File: src/rtl/lkwd_pkg.sv
package lkwd_pkg;

  localparam int unsigned KEY_W  = 32;
  localparam int unsigned WORD_W = 16;

  typedef logic [KEY_W-1:0]  key_t;
  typedef logic [WORD_W-1:0] word_t;

  typedef struct packed {
    key_t  key;
    word_t cipher;
  } key_beat_t;

  function automatic word_t keystream(input key_t k);
    logic [31:0] x;
    logic [31:0] v;
    logic [31:0] hi;
    logic [31:0] lo;
    logic [31:0] sum;
    x = k ^ (k >> 1);
    v = (((k >> 15) & 32'h0000_2000) | (k & 32'h0100_0000)) >> 1;
    v = (v | (k & 32'h0002_0000)) >> 2;
    v = (v | (k & 32'h0000_1000)) >> 3;
    v = (v | (((k >> 7) ^ k) & 32'h0008_0000)) >> 1;
    v = (v | (((k >> 15) ^ k) & 32'h0000_4000)) >> 2;
    v = (v | (k & 32'h0000_2000)) >> 2;
    v = (v | (x & 32'h0000_0040) | (k & 32'h0000_0020)) >> 1;
    v = v | (((k >> 9) ^ (k << 8)) & 32'h0000_0800);
    v = v | (((k >> 20) ^ (k << 1)) & 32'h0000_0004);
    v = v | (((k << 3) ^ (k >> 16)) & 32'h0000_4000);
    v = v | (((k >> 2) ^ (k >> 16)) & 32'h0000_0080);
    v = v | (((k << 6) ^ (k >> 7)) & 32'h0000_0100);
    v = v | ((k & 32'h0000_0100) << 7);
    hi  = (v >> 8) & 32'h0000_FFFF;
    lo  = ((v & 32'h0000_00FF) | (k & 32'h0000_0001)) << 8;
    sum = hi + lo;
    return sum[WORD_W-1:0];
  endfunction

  function automatic key_t advance_key(input key_t k);
    logic fb;
    fb = k[0] ^ k[10] ^ k[30] ^ k[31];
    return {fb, k[KEY_W-1:1]};
  endfunction

endpackage

File: src/rtl/lkwd_in_if.sv
interface lkwd_in_if;
  logic                      valid;
  logic                      ready;
  logic                      start_of_message;
  logic [lkwd_pkg::WORD_W-1:0] cipher_word;

  modport source(output valid, output start_of_message, output cipher_word, input ready);
  modport sink(input valid, input start_of_message, input cipher_word, output ready);
endinterface

File: src/rtl/lkwd_out_if.sv
interface lkwd_out_if;
  logic                        valid;
  logic                        ready;
  logic [lkwd_pkg::WORD_W-1:0] plain_word;

  modport source(output valid, output plain_word, input ready);
  modport sink(input valid, input plain_word, output ready);
endinterface

File: src/rtl/lfsr_keystream_word_decrypt_top.sv
// channel | direction | payload                          | handshake
// in_bus  | in        | start_of_message, cipher_word    | valid/ready
// out_bus | out       | plain_word                       | valid/ready
// cfg     | in        | cfg_wr_data (initial key)        | cfg_wr_en
//
// An input beat passes the stage register, then the result register; one word per cycle when out_bus is not stalled.
// The key register advances as the input beat is taken; the keystream network
// and XOR sit between the stage register and the result register.
// Synchronous active-low reset clears the keys and both valid flags.
// A stall at the output backs up through the stage register to in_bus.ready.
module lfsr_keystream_word_decrypt_top (
  input  logic           clk,
  input  logic           rst_n,
  input  logic           cfg_wr_en,
  input  lkwd_pkg::key_t cfg_wr_data,
  lkwd_in_if.sink        in_bus,
  lkwd_out_if.source     out_bus
);
  import lkwd_pkg::*;

  logic      st_valid;
  logic      st_ready;
  key_beat_t st_beat;

  lkwd_key u_key (
    .clk         (clk),
    .rst_n       (rst_n),
    .cfg_wr_en   (cfg_wr_en),
    .cfg_wr_data (cfg_wr_data),
    .in_bus      (in_bus),
    .st_valid    (st_valid),
    .st_beat     (st_beat),
    .st_ready    (st_ready)
  );

  lkwd_out u_out (
    .clk      (clk),
    .rst_n    (rst_n),
    .st_valid (st_valid),
    .st_beat  (st_beat),
    .st_ready (st_ready),
    .out_bus  (out_bus)
  );
endmodule

File: src/rtl/lkwd_key.sv
module lkwd_key (
  input  logic                clk,
  input  logic                rst_n,
  input  logic                cfg_wr_en,
  input  lkwd_pkg::key_t      cfg_wr_data,
  lkwd_in_if.sink             in_bus,
  output logic                st_valid,
  output lkwd_pkg::key_beat_t st_beat,
  input  logic                st_ready
);
  import lkwd_pkg::*;

  key_t      initial_key_r;
  key_t      running_key_r;
  key_t      running_key_nxt;
  key_t      key_used;
  logic      vld_r;
  logic      vld_nxt;
  key_beat_t beat_r;
  key_beat_t beat_nxt;
  logic      accept;

  assign in_bus.ready = !vld_r || st_ready;
  assign accept       = in_bus.valid && in_bus.ready;
  assign key_used     = in_bus.start_of_message ? initial_key_r : running_key_r;

  always_comb begin
    running_key_nxt = running_key_r;
    vld_nxt         = vld_r;
    beat_nxt        = beat_r;
    if (st_ready) begin
      vld_nxt = 1'b0;
    end
    if (accept) begin
      running_key_nxt = advance_key(key_used);
      vld_nxt         = 1'b1;
      beat_nxt.key    = key_used;
      beat_nxt.cipher = in_bus.cipher_word;
    end
  end

  always_ff @(posedge clk) begin
    if (!rst_n) begin
      initial_key_r <= '0;
      running_key_r <= '0;
      vld_r         <= 1'b0;
    end else begin
      if (cfg_wr_en) begin
        initial_key_r <= cfg_wr_data;
      end
      running_key_r <= running_key_nxt;
      vld_r         <= vld_nxt;
    end
  end

  always_ff @(posedge clk) begin
    beat_r <= beat_nxt;
  end

  assign st_valid = vld_r;
  assign st_beat  = beat_r;

  a_start_loads_seed: assert property (@(posedge clk) disable iff (!rst_n)
    (accept && in_bus.start_of_message) |=> (beat_r.key == $past(initial_key_r)))
    else $error("start beat did not use the seed key");

  a_key_holds_idle: assert property (@(posedge clk) disable iff (!rst_n)
    !accept |=> (running_key_r == $past(running_key_r)))
    else $error("running key moved without a beat");

  a_key_advances: assert property (@(posedge clk) disable iff (!rst_n)
    accept |=> (running_key_r == advance_key(beat_r.key)))
    else $error("running key did not advance from the used key");

  a_stall_holds: assert property (@(posedge clk) disable iff (!rst_n)
    (vld_r && !st_ready) |=> (vld_r && $stable(beat_r)))
    else $error("stage beat lost under stall");
endmodule

File: src/rtl/lkwd_out.sv
module lkwd_out (
  input  logic                clk,
  input  logic                rst_n,
  input  logic                st_valid,
  input  lkwd_pkg::key_beat_t st_beat,
  output logic                st_ready,
  lkwd_out_if.source          out_bus
);
  import lkwd_pkg::*;

  logic  vld_r;
  logic  vld_nxt;
  word_t plain_r;
  word_t plain_nxt;
  logic  take;

  assign st_ready = !vld_r || out_bus.ready;
  assign take     = st_valid && st_ready;

  always_comb begin
    vld_nxt   = vld_r;
    plain_nxt = plain_r;
    if (out_bus.ready) begin
      vld_nxt = 1'b0;
    end
    if (take) begin
      vld_nxt   = 1'b1;
      plain_nxt = st_beat.cipher ^ keystream(st_beat.key);
    end
  end

  always_ff @(posedge clk) begin
    if (!rst_n) begin
      vld_r <= 1'b0;
    end else begin
      vld_r <= vld_nxt;
    end
  end

  always_ff @(posedge clk) begin
    plain_r <= plain_nxt;
  end

  assign out_bus.valid      = vld_r;
  assign out_bus.plain_word = plain_r;

  a_result_matches: assert property (@(posedge clk) disable iff (!rst_n)
    take |=> (vld_r &&
              plain_r == ($past(st_beat.cipher) ^ keystream($past(st_beat.key)))))
    else $error("result word does not match its stage beat");

  a_ready_when_free: assert property (@(posedge clk) disable iff (!rst_n)
    !vld_r |-> st_ready)
    else $error("empty result register refused a beat");

  a_no_drop: assert property (@(posedge clk) disable iff (!rst_n)
    (vld_r && !out_bus.ready) |=> vld_r)
    else $error("result beat dropped while stalled");
endmodule

File: src/flat_wrapper.sv
// flat-port wrapper written by rule: the top's interface ports become plain ports
module lfsr_keystream_word_decrypt_top_flat import lkwd_pkg::*;
  (clk, rst_n, cfg_wr_en, cfg_wr_data, in_bus_valid, in_bus_start_of_message, in_bus_cipher_word, in_bus_ready, out_bus_valid, out_bus_plain_word, out_bus_ready);
  lkwd_in_if in_bus_i ();
  lkwd_out_if out_bus_i ();
  input  logic clk;
  input  logic rst_n;
  input  logic cfg_wr_en;
  input  lkwd_pkg::key_t cfg_wr_data;
  input wire logic [$bits(in_bus_i.valid)-1:0] in_bus_valid;
  input wire logic [$bits(in_bus_i.start_of_message)-1:0] in_bus_start_of_message;
  input wire logic [$bits(in_bus_i.cipher_word)-1:0] in_bus_cipher_word;
  output wire logic [$bits(in_bus_i.ready)-1:0] in_bus_ready;
  output wire logic [$bits(out_bus_i.valid)-1:0] out_bus_valid;
  output wire logic [$bits(out_bus_i.plain_word)-1:0] out_bus_plain_word;
  input wire logic [$bits(out_bus_i.ready)-1:0] out_bus_ready;
  assign in_bus_i.valid = in_bus_valid;
  assign in_bus_i.start_of_message = in_bus_start_of_message;
  assign in_bus_i.cipher_word = in_bus_cipher_word;
  assign in_bus_ready = in_bus_i.ready;
  assign out_bus_valid = out_bus_i.valid;
  assign out_bus_plain_word = out_bus_i.plain_word;
  assign out_bus_i.ready = out_bus_ready;
  lfsr_keystream_word_decrypt_top u_core (.clk(clk), .rst_n(rst_n), .cfg_wr_en(cfg_wr_en), .cfg_wr_data(cfg_wr_data), .in_bus(in_bus_i), .out_bus(out_bus_i));
endmodule
File: config.mk
export PLATFORM = sky130hd
export DESIGN_NAME = lfsr_keystream_word_decrypt_top_flat
export DESIGN_NICKNAME = d
export VERILOG_FILES = /design/src/rtl/lkwd_pkg.sv /design/src/rtl/lkwd_in_if.sv /design/src/rtl/lkwd_out_if.sv /design/src/rtl/lfsr_keystream_word_decrypt_top.sv /design/src/rtl/lkwd_key.sv /design/src/rtl/lkwd_out.sv /design/src/flat_wrapper.sv
export SDC_FILE = /design/constraint.sdc
export NUM_CORES = 1
export LEC_CHECK = 0
export BUFFER_PORTS_ARGS = -buffer_cell sky130_fd_sc_hd__buf_4
export CORE_ASPECT_RATIO = 1.2
export CORE_MARGIN = 3
export CORE_UTILIZATION = 30
export DETAILED_ROUTE_END_ITERATION = 10
export PLACE_DENSITY = 0.5
export SYNTH_ARGS = -nofsm -noshare
export SYNTH_HDL_FRONTEND = slang
export SYNTH_SLANG_ARGS = --single-unit
File: constraint.sdc
create_clock -name clk -period 3.1 [get_ports clk]
set_clock_uncertainty 0.15 [all_clocks]
set_input_delay 0.93 -clock clk [delete_from_list [all_inputs] [get_ports clk]]
set_output_delay 0.93 -clock clk [all_outputs]
set_load 0.005 [all_outputs]
======== Yosys cells after proc, flatten, opt, wreduce, memory -nomap -nowiden ========
Cells that the tools add are included.
storage, ports and cells
  bits in registers ....................... 129
  input bits .............................. 54
  output and inout port bits .............. 18
  word-level logic and storage cells ...... 48
cells by class
  add/subtract/negate cells ............... 1
  mux-type cells .......................... 5
  bitwise gates (word level) .............. 27
  reductions and logical operators ........ 8
operator list
  cell                                            number
  32-bit 2-to-1 mux                               1
  15-bit XOR                                      2
  14-bit by 25-bit bitwise OR with 25-bit output  1
  24-bit by 15-bit bitwise OR with 24-bit output  1
  24-bit by 16-bit bitwise OR with 24-bit output  1
  24-bit by 18-bit bitwise OR with 24-bit output  1
  24-bit by 3-bit bitwise OR with 24-bit output   1
  24-bit by 8-bit bitwise OR with 24-bit output   1
  24-bit by 9-bit bitwise OR with 24-bit output   1
  22-bit by 13-bit bitwise OR with 22-bit output  1
  19-bit by 20-bit bitwise OR with 20-bit output  1
  20-bit XOR                                      1
  19-bit by 15-bit bitwise OR with 19-bit output  1
  17-bit by 14-bit bitwise OR with 17-bit output  1
  16-bit adder                                    1
  16-bit XOR                                      1
  15-bit by 6-bit bitwise OR with 15-bit output   1
  15-bit by 7-bit bitwise OR with 15-bit output   1
  14-bit by 12-bit bitwise OR with 14-bit output  1
  12-bit XOR                                      1
  9-bit XOR                                       1
  8-bit by 1-bit bitwise OR with 8-bit output     1
  8-bit XOR                                       1
  7-bit XOR                                       1
  7 further kinds                                 16

======== Depth between registers and ports, before layout ========
Gate-level depths: netlist of run 1.
  depth in word-level cells ............... 17
  gate-level depth with buffers ........... 5
  depth with buffers taken out ............ 4

======== Modules after synthesis ========
Synthesis of run 1 repeated with hierarchy kept, for this count alone.
unflattened totals
  cells, all modules ...................... 347
  area total of the unflattened synthesis .. 5068.6 µm²
by module, submodules not included
  module    times used  cells an instance  area each (µm²)  sequential area each (µm²)
  lkwd_key  1           302                4326.6           2742.6
  lkwd_out  1           45                 742.0            500.5

======== Worst setup path after synthesis of run 1 ========
OpenSTA, ideal clock, no wires.
  path type ............................... in2reg
  start point ............................. input port out_bus_ready
  end point ............................... register u_core.u_key.beat_r, in the netlist u_core.u_key.st_beat[0] (enable)
  setup time .............................. 361 ps
  arrival time ............................ 1759 ps
  data required time ...................... 2589 ps
  slack ................................... 830 ps
  stages .................................. 4
  path buffers ............................ 2
  cell sequence ........................... nor2b_4 a21oi_4 buf_4 buf_4
on the way
  word-level cells in the longest chain between the ends .. 3
ends and longest elaborated chain
  item                     line                text
  start, declared          flat_wrapper.sv:16  input wire logic [$bits(out_bus_i.ready)-1:0] out_bus_ready;
  1-bit logical OR         lkwd_out.sv:17      assign st_ready = !vld_r || out_bus.ready;
  1-bit logical OR         lkwd_key.sv:23      assign in_bus.ready = !vld_r || st_ready;
  1-bit logical AND        lkwd_key.sv:24      assign accept = in_bus.valid && in_bus.ready;
  via u_core.u_key.accept  lkwd_key.sv:21      logic accept;
  end signal, assigned     lkwd_key.sv:57      beat_r <= beat_nxt;
  end, declared            lkwd_key.sv:19      key_beat_t beat_r;
The timed path passes the listed nets, and every way through them passes these cells.
A chain may end at the register's enable or synchronous reset.

======== Final worst setup path of run 1 ========
  start point ............................. input port out_bus_ready
  end point ............................... output port in_bus_ready
on the way
  word-level cells in the longest chain between the ends .. 2
ends and longest elaborated chain
  item              line                text
  1-bit logical OR  lkwd_out.sv:17
  1-bit logical OR  lkwd_key.sv:23
  end, declared     flat_wrapper.sv:13  output wire logic [$bits(in_bus_i.ready)-1:0] in_bus_ready;
Every way passes these cells.

==> results of run 1 <==
critical path, stage by stage:
cell     delay, ns
buf_4         0.12
nor2b_4       0.17
nand2_1       0.09
buf_4         0.14
Yosys cell counts (all sizes together), types with 8 or more instances:
cell	count
dfxtp	66
mux2i	64
nor2b	57
edfxtp	56
mux2	24
xnor2	18
buf	11
nand2	11
clkbuf	8
o211a	8
xor2	8
where the power goes:
| part | internal, uW | total (uW) | switching (uW) |
|---|---|---|---|
| Sequential | 1790 | 1840 | 46.4 |
| Combinational | 176 | 307 | 131 |
| Clock | 1540 | 2240 | 699 |
cells in the final DEF (no fill, tap or decap):
master      count
bufinv_16       5
nor2b_2         1
mux2_4          1
nor2b_1        55
a21oi_4         1
clkbuf_1        1
nand2_1        11
clkbuf_8        1
clkinv_2        3
edfxtp_1       56
inv_1           1
xnor3_1         1
xor2_1          8
o211a_1         8
buf_4          73
a21boi_0        1
mux2i_1        64
o22ai_1         1
mux2_2         23
dfxtp_1        66
buf_12          1
o21a_1          1
clkinvlp_4      2
nor2b_4         1
xnor2_1        18
inv_4           1
clkbuf_16      19
layer usage:
layer,global-route usage (%),up-vias,wire length (um)
met4,4.956,0,163
met3,3.912,18,375
met5,0,-,0
met1,12.95,1266,4163
met2,17.29,55,4249
li1,-,1325,-
layout make-up:
| class | instances | area share [%] |
|---|---|---|
| clock buffers | 21 | 7.945 |
| clock inverters | 11 | 3.005 |
| inverters | 1 | 0.06050 |
| multi-input cells | 195 | 27.24 |
| flip-flops and latches | 122 | 48.40 |
| well taps | 208 | 4.194 |
| repair buffers | 74 | 9.155 |
registers in the layout, indices dropped and copies added, names as in the netlist:
| name | cells |
|---|---|
| u_core.u_key.initial_key_r | 32 |
| u_core.u_key.st_valid | 1 |
| u_core.u_key.running_key_r | 32 |
| u_core.u_out.out_bus.valid | 1 |
| u_core.u_key.st_beat | 40 |
| u_core.u_out.out_bus.plain_word | 16 |
through the flow:
stage                     hold slack (ns)  setup slack (ns)
after floorplan                    0.3184            0.8304
after global routing               0.3646            0.5381
after detailed placement           0.3345            0.5718
after global placement             0.3261            0.5873
final                              0.3438            0.5746
after CTS                          0.3475            0.5710
path summary, 6_finish.rpt:
check | startpoint | cells past startpoint | endpoint | slack (ns)
worst max-delay path | out_bus_ready | 4 | in_bus_ready | 0.57
worst max register to register | u_core.u_out.out_bus.valid | 5 | u_core.u_key.running_key_r[19] | 1.45
worst min-delay path | u_core.u_key.running_key_r[17] | 1 | u_core.u_key.running_key_r[17] | 0.34
worst min register to register | u_core.u_key.running_key_r[17] | 1 | u_core.u_key.running_key_r[17] | 0.34
logic make-up (layout without fill, tap and decap cells):
family	count (synthesis)	in the layout	synth area share (%)
and+or+nand+nor	68	68	8.449
buffers and inverters	20	107	2.242
DFF	122	122	62.58
muxes	88	88	19.06
xor gates and xnor gates	27	27	5.215
AOI/OAI and AO/OA	12	12	2.451
==> reports/qor.csv, run 1 <==
metric,value,unit
status,"finished, final reports clean",
worst-path fanout max,4,
Post-CTS Hold Fix Bufs,0,
DRT Wirelength,8951,um
"Top FF cell, synth",dfxtp_1,
CP arrival,1.45,ns
# setup viols final,0,
sequential fraction of the synthesis area,62.58,%
gr ovfl total,0,
GR Util All Layers,10.78,%
Mapped Cells,337,
RSZ-0062 raised after global routing,false,
initial antenna violation count,0,
vias in the first global route,2807,
hold crit path type,reg2reg,
max_slew headroom,59.68,%
DR DRC count,0,
fin. max-slew vios,0,
"top cells by area, synth","edfxtp_1 (35%), dfxtp_1 (28%), mux2i_1 (13%)",
Starting Density,30.68,%
share of layout cells above drive strength 1,31.13,%
clock sinks,122,
Clock Root Buffer,clkbuf_16,
endpoint class of the critical path,primary output,
vias per cell,4.215,
post-route antenna net violation count,0,
FP Rows,50,
Max-Cap Viols,0,
register area,3003,um^2
Die Width,121.5,um
Worst Path Required,2.02,ns
I/O Buffers,71,
DR vias,2664,
WL/cell,14.16,um
DRT iter0 DRCs,117,
Leak,0.002589,uW
HPWL Detailed,5595,um
largest net degree at the start of global routing,82,
Die Area,17550,um^2
post-synthesis register bit count,122,
Placed Cells,600,
"Reg clk slew, reported paths",0.05,ns
Max IR drop VDD,282.7,uV
synthesized area per cell,14.24,um^2
cts bufs inserted,17,
multi-input combinational cell area,1690,um^2
asr flop ratio synth,0,%
Total Power,4385,uW
Die Y,144.5,um
"EDFF count, synth",56,
final instance area,6205,um^2
Synthesized Nets,391,
Final Hold Fails,0,
Slew @ Worst Pin,0.6049,ns
critical path class,in2out,
Max Clock Freq,396.0,MHz
Power per Cell Area,706.7,nW/um^2
DP Area,5525,um^2
first drt pass iteration count,4,
Area growth syn-to-layout,29.31,%
Placer Congestion,0.6946,
post-cts resize count,0,
first-pass GRT wire length,14300,um
nets,465,
total negative slack,0,ns
startpoint type of the worst setup path,input port,
Synth warnings,0,
core area,15640,um^2
post-CTS setup buffer count,0,
period utilization,81.46,%
io pins,72,
clk_lat worst skew,0.41,ns
post-layout util,39.67,%
crit path time final,2.525,ns
post-synth top area cell,edfxtp_1,
filler instances,1492,
"non-filler cells, final",632,
CTS tree,yes,
CTS max path bufs,2,
Post-Syn Area,4798,um^2
count of different cell masters after synthesis,21,
top-area cell type share of the netlist area,35.05,%
H-Tree Depth,4,
Antenna Cells,0,
No activity file was read; power rests on OpenSTA's default activity.
==> run 2: changes to the inputs <==
--- a/config.mk
+++ b/config.mk
@@ -5,12 +5,13 @@
 export SDC_FILE = /design/constraint.sdc
 export NUM_CORES = 1
 export LEC_CHECK = 0
+export ABC_AREA = 1
 export BUFFER_PORTS_ARGS = -buffer_cell sky130_fd_sc_hd__buf_4
 export CORE_ASPECT_RATIO = 1.2
 export CORE_MARGIN = 3
 export CORE_UTILIZATION = 30
 export DETAILED_ROUTE_END_ITERATION = 10
-export PLACE_DENSITY = 0.5
+export PLACE_DENSITY = 0.52
 export SYNTH_ARGS = -nofsm -noshare
 export SYNTH_HDL_FRONTEND = slang
 export SYNTH_SLANG_ARGS = --single-unit
==> constraint.sdc (replaced) <==
create_clock -name clk -period 2.3 [get_ports clk]
set_clock_uncertainty 0.15 [all_clocks]
set_input_delay 0.69 -clock clk [delete_from_list [all_inputs] [get_ports clk]]
set_output_delay 0.69 -clock clk [all_outputs]
set_load 0.005 [all_outputs]
==> run 2 against run 1 <==
Power grew 28%. Count of clock-buffer cells in the layout grew 5. Final cell count grew 20%. Via count grew 25%. Critical path type unchanged. Global-route usage grew 1.1 points. Largest cell class unchanged. Sequential share of layout area grew 1.8 points. Utilization is essentially flat.
==> reports/qor.csv, run 2 <==
metric,value,unit,change
H-Tree Depth,4,,unchanged
Final Hold Fails,0,,unchanged
most used cell along the critical path,buf_4,,
post-synth top area cell,edfxtp_1,,
clock sinks,122,,unchanged
"Top FF cell, synth",dfxtp_1,,
Post-Syn Area,4661,um^2,-2.9%
share of layout cells above drive strength 1,20.72,%,-10 points
Mapped Cells,470,,+39%
io pins,72,,unchanged
period utilization,86.23,%,
post-route antenna net violation count,0,,unchanged
Max-Cap Viols,0,,unchanged
I/O Buffers,71,,unchanged
initial antenna violation count,0,,unchanged
"Cell Chain, Critical Path",buf_4 -> inv_1 -> nand3_2 -> buf_4,,
hold crit path type,reg2reg,,
total negative slack,0,ns,unchanged
post-cts resize count,0,,unchanged
Leak,0.002432,uW,-6.1%
"Reg clk slew, reported paths",0.05,ns,about the same
Power per Cell Area,941.6,nW/um^2,+33%
Synth warnings,0,,unchanged
DRT Wirelength,9636,um,+7.7%
startpoint type of the worst setup path,input port,,
Die Area,17070,um^2,-2.7%
critical path class,in2out,,
HPWL Detailed,6620,um,+18%
GR Util All Layers,11.92,%,+1.1 points
Clock Root Buffer,clkbuf_16,,
Die Y,142.5,um,-1.4%
endpoint class of the critical path,primary output,,
first drt pass iteration count,4,,unchanged
vias in the first global route,3228,,+15%
CP arrival,1.14,ns,-0.31 ns
most common cell in the netlist,nand2_1,,
sequential fraction of the synthesis area,64.43,%,+1.8 points
fin. max-slew vios,0,,unchanged
worst-path fanout max,3,,-1
vias per cell,4.398,,+4.3%
filler instances,1534,,+2.8%
DR DRC count,0,,unchanged
Post-CTS Hold Fix Bufs,0,,unchanged
Max IR drop VDD,499.2,uV,+77%
Crit-path slowest cell,buf_4,,
Die Width,119.8,um,-1.4%
DR vias,3338,,+25%
Starting Density,30.90,%,+0.22 points
most frequent cells in the layout,"nand2_1 (79), buf_4 (79), nor2_1 (68)",,
core area,15080,um^2,-3.6%
CTS tree,yes,,
hold slack,0.3089,ns,-0.03483 ns
# setup viols final,0,,unchanged
"EDFF count, synth",56,,unchanged
DP Area,5376,um^2,-2.7%
synthesized area per cell,9.916,um^2,-30%
WL/cell,12.70,um,-10%
RSZ-0062 raised after global routing,false,,
top-area cell type share of the netlist area,36.08,%,+1.0 points
max_slew headroom,68.36,%,+8.7 points
cts bufs inserted,17,,unchanged
Placer Congestion,0.8024,,+16%
Worst Path Required,1.46,ns,-0.56 ns
Max Clock Freq,504.2,MHz,
most frequent cells after synthesis,"nand2_1 (79), nor2_1 (68), dfxtp_1 (66)",,
Area growth syn-to-layout,28.32,%,
nets,596,,+28%
CTS max path bufs,2,,unchanged
Antenna Cells,0,,unchanged
crit path time final,1.983,ns,
status,"finished, final reports clean",,
DRT iter0 DRCs,253,,+120%
largest net degree at the start of global routing,57,,-30%
final instance area,5981,um^2,-3.6%
asr flop ratio synth,0,%,unchanged
Slew @ Worst Pin,0.4746,ns,-0.1303 ns
first-pass GRT wire length,15930,um,+11%
post-synthesis register bit count,122,,unchanged
max reg flops,40,,unchanged
"slowest stage delay, CP",0.15,ns,-0.02 ns
count of different cell masters after synthesis,20,,-4.8%
gr ovfl total,0,,unchanged
Synthesized Nets,524,,+34%
"top cells by area, synth","edfxtp_1 (36%), dfxtp_1 (28%), nand2_1 (6.4%)",,
FP Rows,49,,-2.0%
post-CTS setup buffer count,0,,unchanged
clk_lat worst skew,0.40,ns,about the same
run 2: changes by cell type after synthesis, moves of 29 or more:
cell	change
o21ai_0	+57
mux2i_1	-64
inv_1	+29
nor2_1	+68
nor2b_1	-56
nand2_1	+68
run 2: path summary, 6_finish.rpt:
path	end	cells after the start	slack [ns]	startpoint
worst max register to register	u_core.u_key.running_key_r[26]	6	0.79	u_core.u_out.out_bus.valid
worst max-delay path	in_bus_ready	4	0.32	out_bus_ready
worst min-delay path	u_core.u_key.running_key_r[6]	2	0.31	u_core.u_key.running_key_r[6]
worst min register to register	u_core.u_key.running_key_r[6]	2	0.31	u_core.u_key.running_key_r[6]
run 2: cell families (layout without fill, tap and decap cells):
kind of cell | after synthesis | in the layout | synth area share [%]
AND/OR/NAND/NOR | 151 | 151 | 12.43
flip-flops | 122 | 122 | 64.43
XOR/XNOR | 24 | 24 | 4.510
buffers and inverters | 61 | 146 | 6.443
AO/OA/AOI/OAI | 112 | 112 | 12.19
run 2: area by class of cell:
type                       instances  area [um^2]  area share (%)
tap                              204        255.2           4.268
multi-input combinational        287         1361           22.76
clock buffer                      26        521.8           8.724
clock inverter                     6        82.58           1.381
timing repair buffer              81        633.1           10.59
sequential                       122         3003           50.21
inverter                          33        123.9           2.071
run 2: power breakdown:
| group | switching (uW) | internal, uW | total (uW) | leakage, uW |
|---|---|---|---|---|
| clock network | 892 | 1780 | 2670 | 0.000295 |
| registers | 62.6 | 2450 | 2510 | 0.00110 |
| logic | 244 | 207 | 451 | 0.00104 |
run 2: critical path: cells and delay by family:
family                 cells  cell delay (ns)
buffers and inverters      3             0.36
and+or+nand+nor            1             0.10
run 2: per-stage QoR:
stage / worst slack, ns / total power (uW) / utilization, % / instances
2_1_floorplan: 0.1875 / 2825 / - / 470
3_3_place_gp: 0.3352 / 3001 / 35.65 / 727
3_5_place_dp: 0.3082 / 3012 / 35.65 / 727
4_1_cts: 0.3146 / 5700 / 39.65 / 759
5_1_grt: 0.2747 / 5879 / 39.65 / 759
6_report: 0.3168 / 5632 / 39.65 / 759
run 2: routing by layer:
| layer | wire length, um | global-route usage (%) | up-vias |
|---|---|---|---|
| met5 | 0 | 0 | - |
| li1 | - | - | 1691 |
| met3 | 526 | 3.300 | 13 |
| met2 | 4386 | 17.02 | 90 |
| met1 | 4570 | 16.67 | 1544 |
| met4 | 152 | 5.790 | 0 |
==> run 3: changes to the inputs <==
--- a/config.mk
+++ b/config.mk
@@ -7,7 +7,6 @@
 export LEC_CHECK = 0
 export ABC_AREA = 1
 export BUFFER_PORTS_ARGS = -buffer_cell sky130_fd_sc_hd__buf_4
-export CORE_ASPECT_RATIO = 1.2
 export CORE_MARGIN = 3
 export CORE_UTILIZATION = 30
 export DETAILED_ROUTE_END_ITERATION = 10
==> run 3 against run 2 <==
Sequential power hardly changed. Die area about the same. Critical path depth stayed put. First-iteration DRC count shrank 17%. Sequential cell count unchanged. Final cell count shrank 2.9%. Global-route usage down 0.14 points.
==> reports/qor.csv, run 3 (synthesis results as in run 2) <==
metric,value,unit,change
status,"finished, final reports clean",,
post-route antenna net violation count,0,,unchanged
Final Hold Fails,0,,unchanged
DP Area,5345,um^2,-0.58%
Leak,0.002439,uW,+0.31%
Area growth syn-to-layout,27.89,%,
max_slew headroom,73.76,%,+5.4 points
DR vias,3272,,-2.0%
period utilization,85.37,%,-0.86 points
hold crit path type,reg2reg,,
startpoint type of the worst setup path,input port,,
crit path time final,1.964,ns,-0.01970 ns
Crit. Startpoint,out_bus_ready,,
Starting Density,31.36,%,+0.45 points
CP arrival,1.12,ns,-0.02 ns
Worst Path Required,1.46,ns,about the same
Antenna Cells,0,,unchanged
Max IR drop VDD,494.0,uV,-1.0%
HP Start,u_core.u_key.running_key_r[13],,
r2r startpoint,u_core.u_out.out_bus.valid,,
most used cell along the critical path,buf_4,,
Die Width,130.6,um,+9.1%
clk_lat worst skew,0.40,ns,about the same
Die Area,17070,um^2,about the same
Power per Cell Area,951.7,nW/um^2,+1.1%
largest net degree at the start of global routing,60,,+5.3%
"slowest stage delay, CP",0.15,ns,about the same
Net Switching,1249,uW,+4.2%
Post-CTS Hold Fix Bufs,0,,unchanged
Crit-path slowest cell,buf_4,,
clock share of power,47.8,%,+0.4 points
# setup viols final,0,,unchanged
first-pass GRT wire length,15480,um,-2.8%
Max Clock Freq,509.3,MHz,+1.0%
Slew @ Worst Pin,0.3936,ns,-0.08100 ns
initial antenna violation count,0,,unchanged
critical path class,in2out,,
Placer Congestion,0.7230,,-9.9%
R2R Setup Slk,0.84,ns,+0.05 ns
first drt pass iteration count,4,,unchanged
max reg flops,40,,unchanged
DRT Wirelength,9516,um,-1.2%
core area,14860,um^2,-1.4%
endpoint class of the critical path,primary output,,
most frequent cells in the layout,"nand2_1 (79), buf_4 (76), nor2_1 (68)",,
io pins,72,,unchanged
gr ovfl total,0,,unchanged
CTS max path bufs,2,,unchanged
Max-Cap Viols,0,,unchanged
I/O Buffers,71,,unchanged
"Reg clk slew, reported paths",0.06,ns,about the same
worst-path fanout max,3,,unchanged
total negative slack,0,ns,unchanged
vias in the first global route,3182,,-1.4%
Flop pwr share,44.3,%,-0.3 points
Clock Root Buffer,clkbuf_16,,
sw frac,22.02,%,+0.74 points
cts bufs inserted,17,,unchanged
final instance area,5961,um^2,-0.33%
DRT iter0 DRCs,210,,-17%
DR DRC count,0,,unchanged
"commonest non-fill, non-tap cell in the layout",nand2_1,,
Die Y,130.6,um,-8.3%
GR Util All Layers,11.78,%,-0.14 points
post-CTS setup buffer count,0,,unchanged
share of layout cells above drive strength 1,21.16,%,+0.44 points
nets,594,,-0.34%
CTS tree,yes,,
H-Tree Depth,4,,unchanged
clock sinks,122,,unchanged
"Cell Chain, Critical Path",buf_4 -> inv_1 -> nand3_2 -> buf_4,,
internal power,4423,uW,-0.22%
fin. max-slew vios,0,,unchanged
HPWL Detailed,6471,um,-2.3%
RSZ-0062 raised after global routing,false,,
vias per cell,4.440,,+0.95%
WL/cell,12.91,um,+1.7%
post-cts resize count,0,,unchanged
combinational share of power,7.9,%,about the same
FP Rows,44,,-10%
## run 3: cell count changes in the layout (fill, tap and decap cells not counted)
cell	previous run	this run
a21oi_1	26	27
a21oi_2	1	0
buf_12	2	3
buf_4	79	76
bufinv_16	2	3
clkbuf_1	5	0
clkbuf_16	19	18
clkbuf_8	2	0
clkinv_2	3	2
clkinv_4	0	3
inv_4	0	5
## run 3: per-layer routing
metal  track usage, %  routed length [um]  vias to the layer above
met5                0                   0                        -
met4            4.719                  96                        0
met3            3.780                 559                        5
met2            16.84                4186                       83
met1            16.55                4674                     1489
li1                 -                   -                     1695
## run 3: cell type report
cell class / count / area [um^2]
Fill cell: 1477 / 8904
Sequential cell: 122 / 3003
Multi-Input combinational cell: 287 / 1358
Timing Repair Buffer: 79 / 630.6
Clock buffer: 18 / 450.4
Tap cell: 184 / 230.2
Clock inverter: 14 / 165.2
Inverter: 33 / 123.9
## run 3: path summary, 6_finish.rpt
path                                                  endpoint  cells after the start
worst max-delay path                              in_bus_ready                      4
worst min-delay path            u_core.u_key.running_key_r[13]                      2
worst max register to register  u_core.u_key.running_key_r[15]                      6
worst min register to register  u_core.u_key.running_key_r[13]                      2
## run 3: critical path: cells and delay by family
kind          cells  cell delay [ns]
buf+inv           3             0.35
simple gates      1             0.09
## run 3: per-stage QoR
stage | total power [uW] | cells | hold slack (ns) | util, % | worst slack [ns]
4_1_cts | 5764 | 737 | 0.2861 | 40.10 | 0.3424
2_1_floorplan | 2825 | 470 | 0.2813 | - | 0.1875
3_5_place_dp | 3015 | 705 | 0.2979 | 35.96 | 0.3445
5_1_grt | 5921 | 737 | 0.2873 | 40.10 | 0.3162
3_3_place_gp | 3002 | 705 | 0.2902 | 35.96 | 0.3546
6_report | 5673 | 737 | 0.3067 | 40.10 | 0.3365
## run 3: power by group through the flow
stage          Clock (uW)  Combinational [uW]  Sequential (uW)
3_5_place_dp            0                 458             2560
6_report             2710                 449             2510
3_3_place_gp            0                 450             2550
2_1_floorplan           0                 283             2540
5_1_grt              2880                 518             2530
4_1_cts              2790                 460             2510
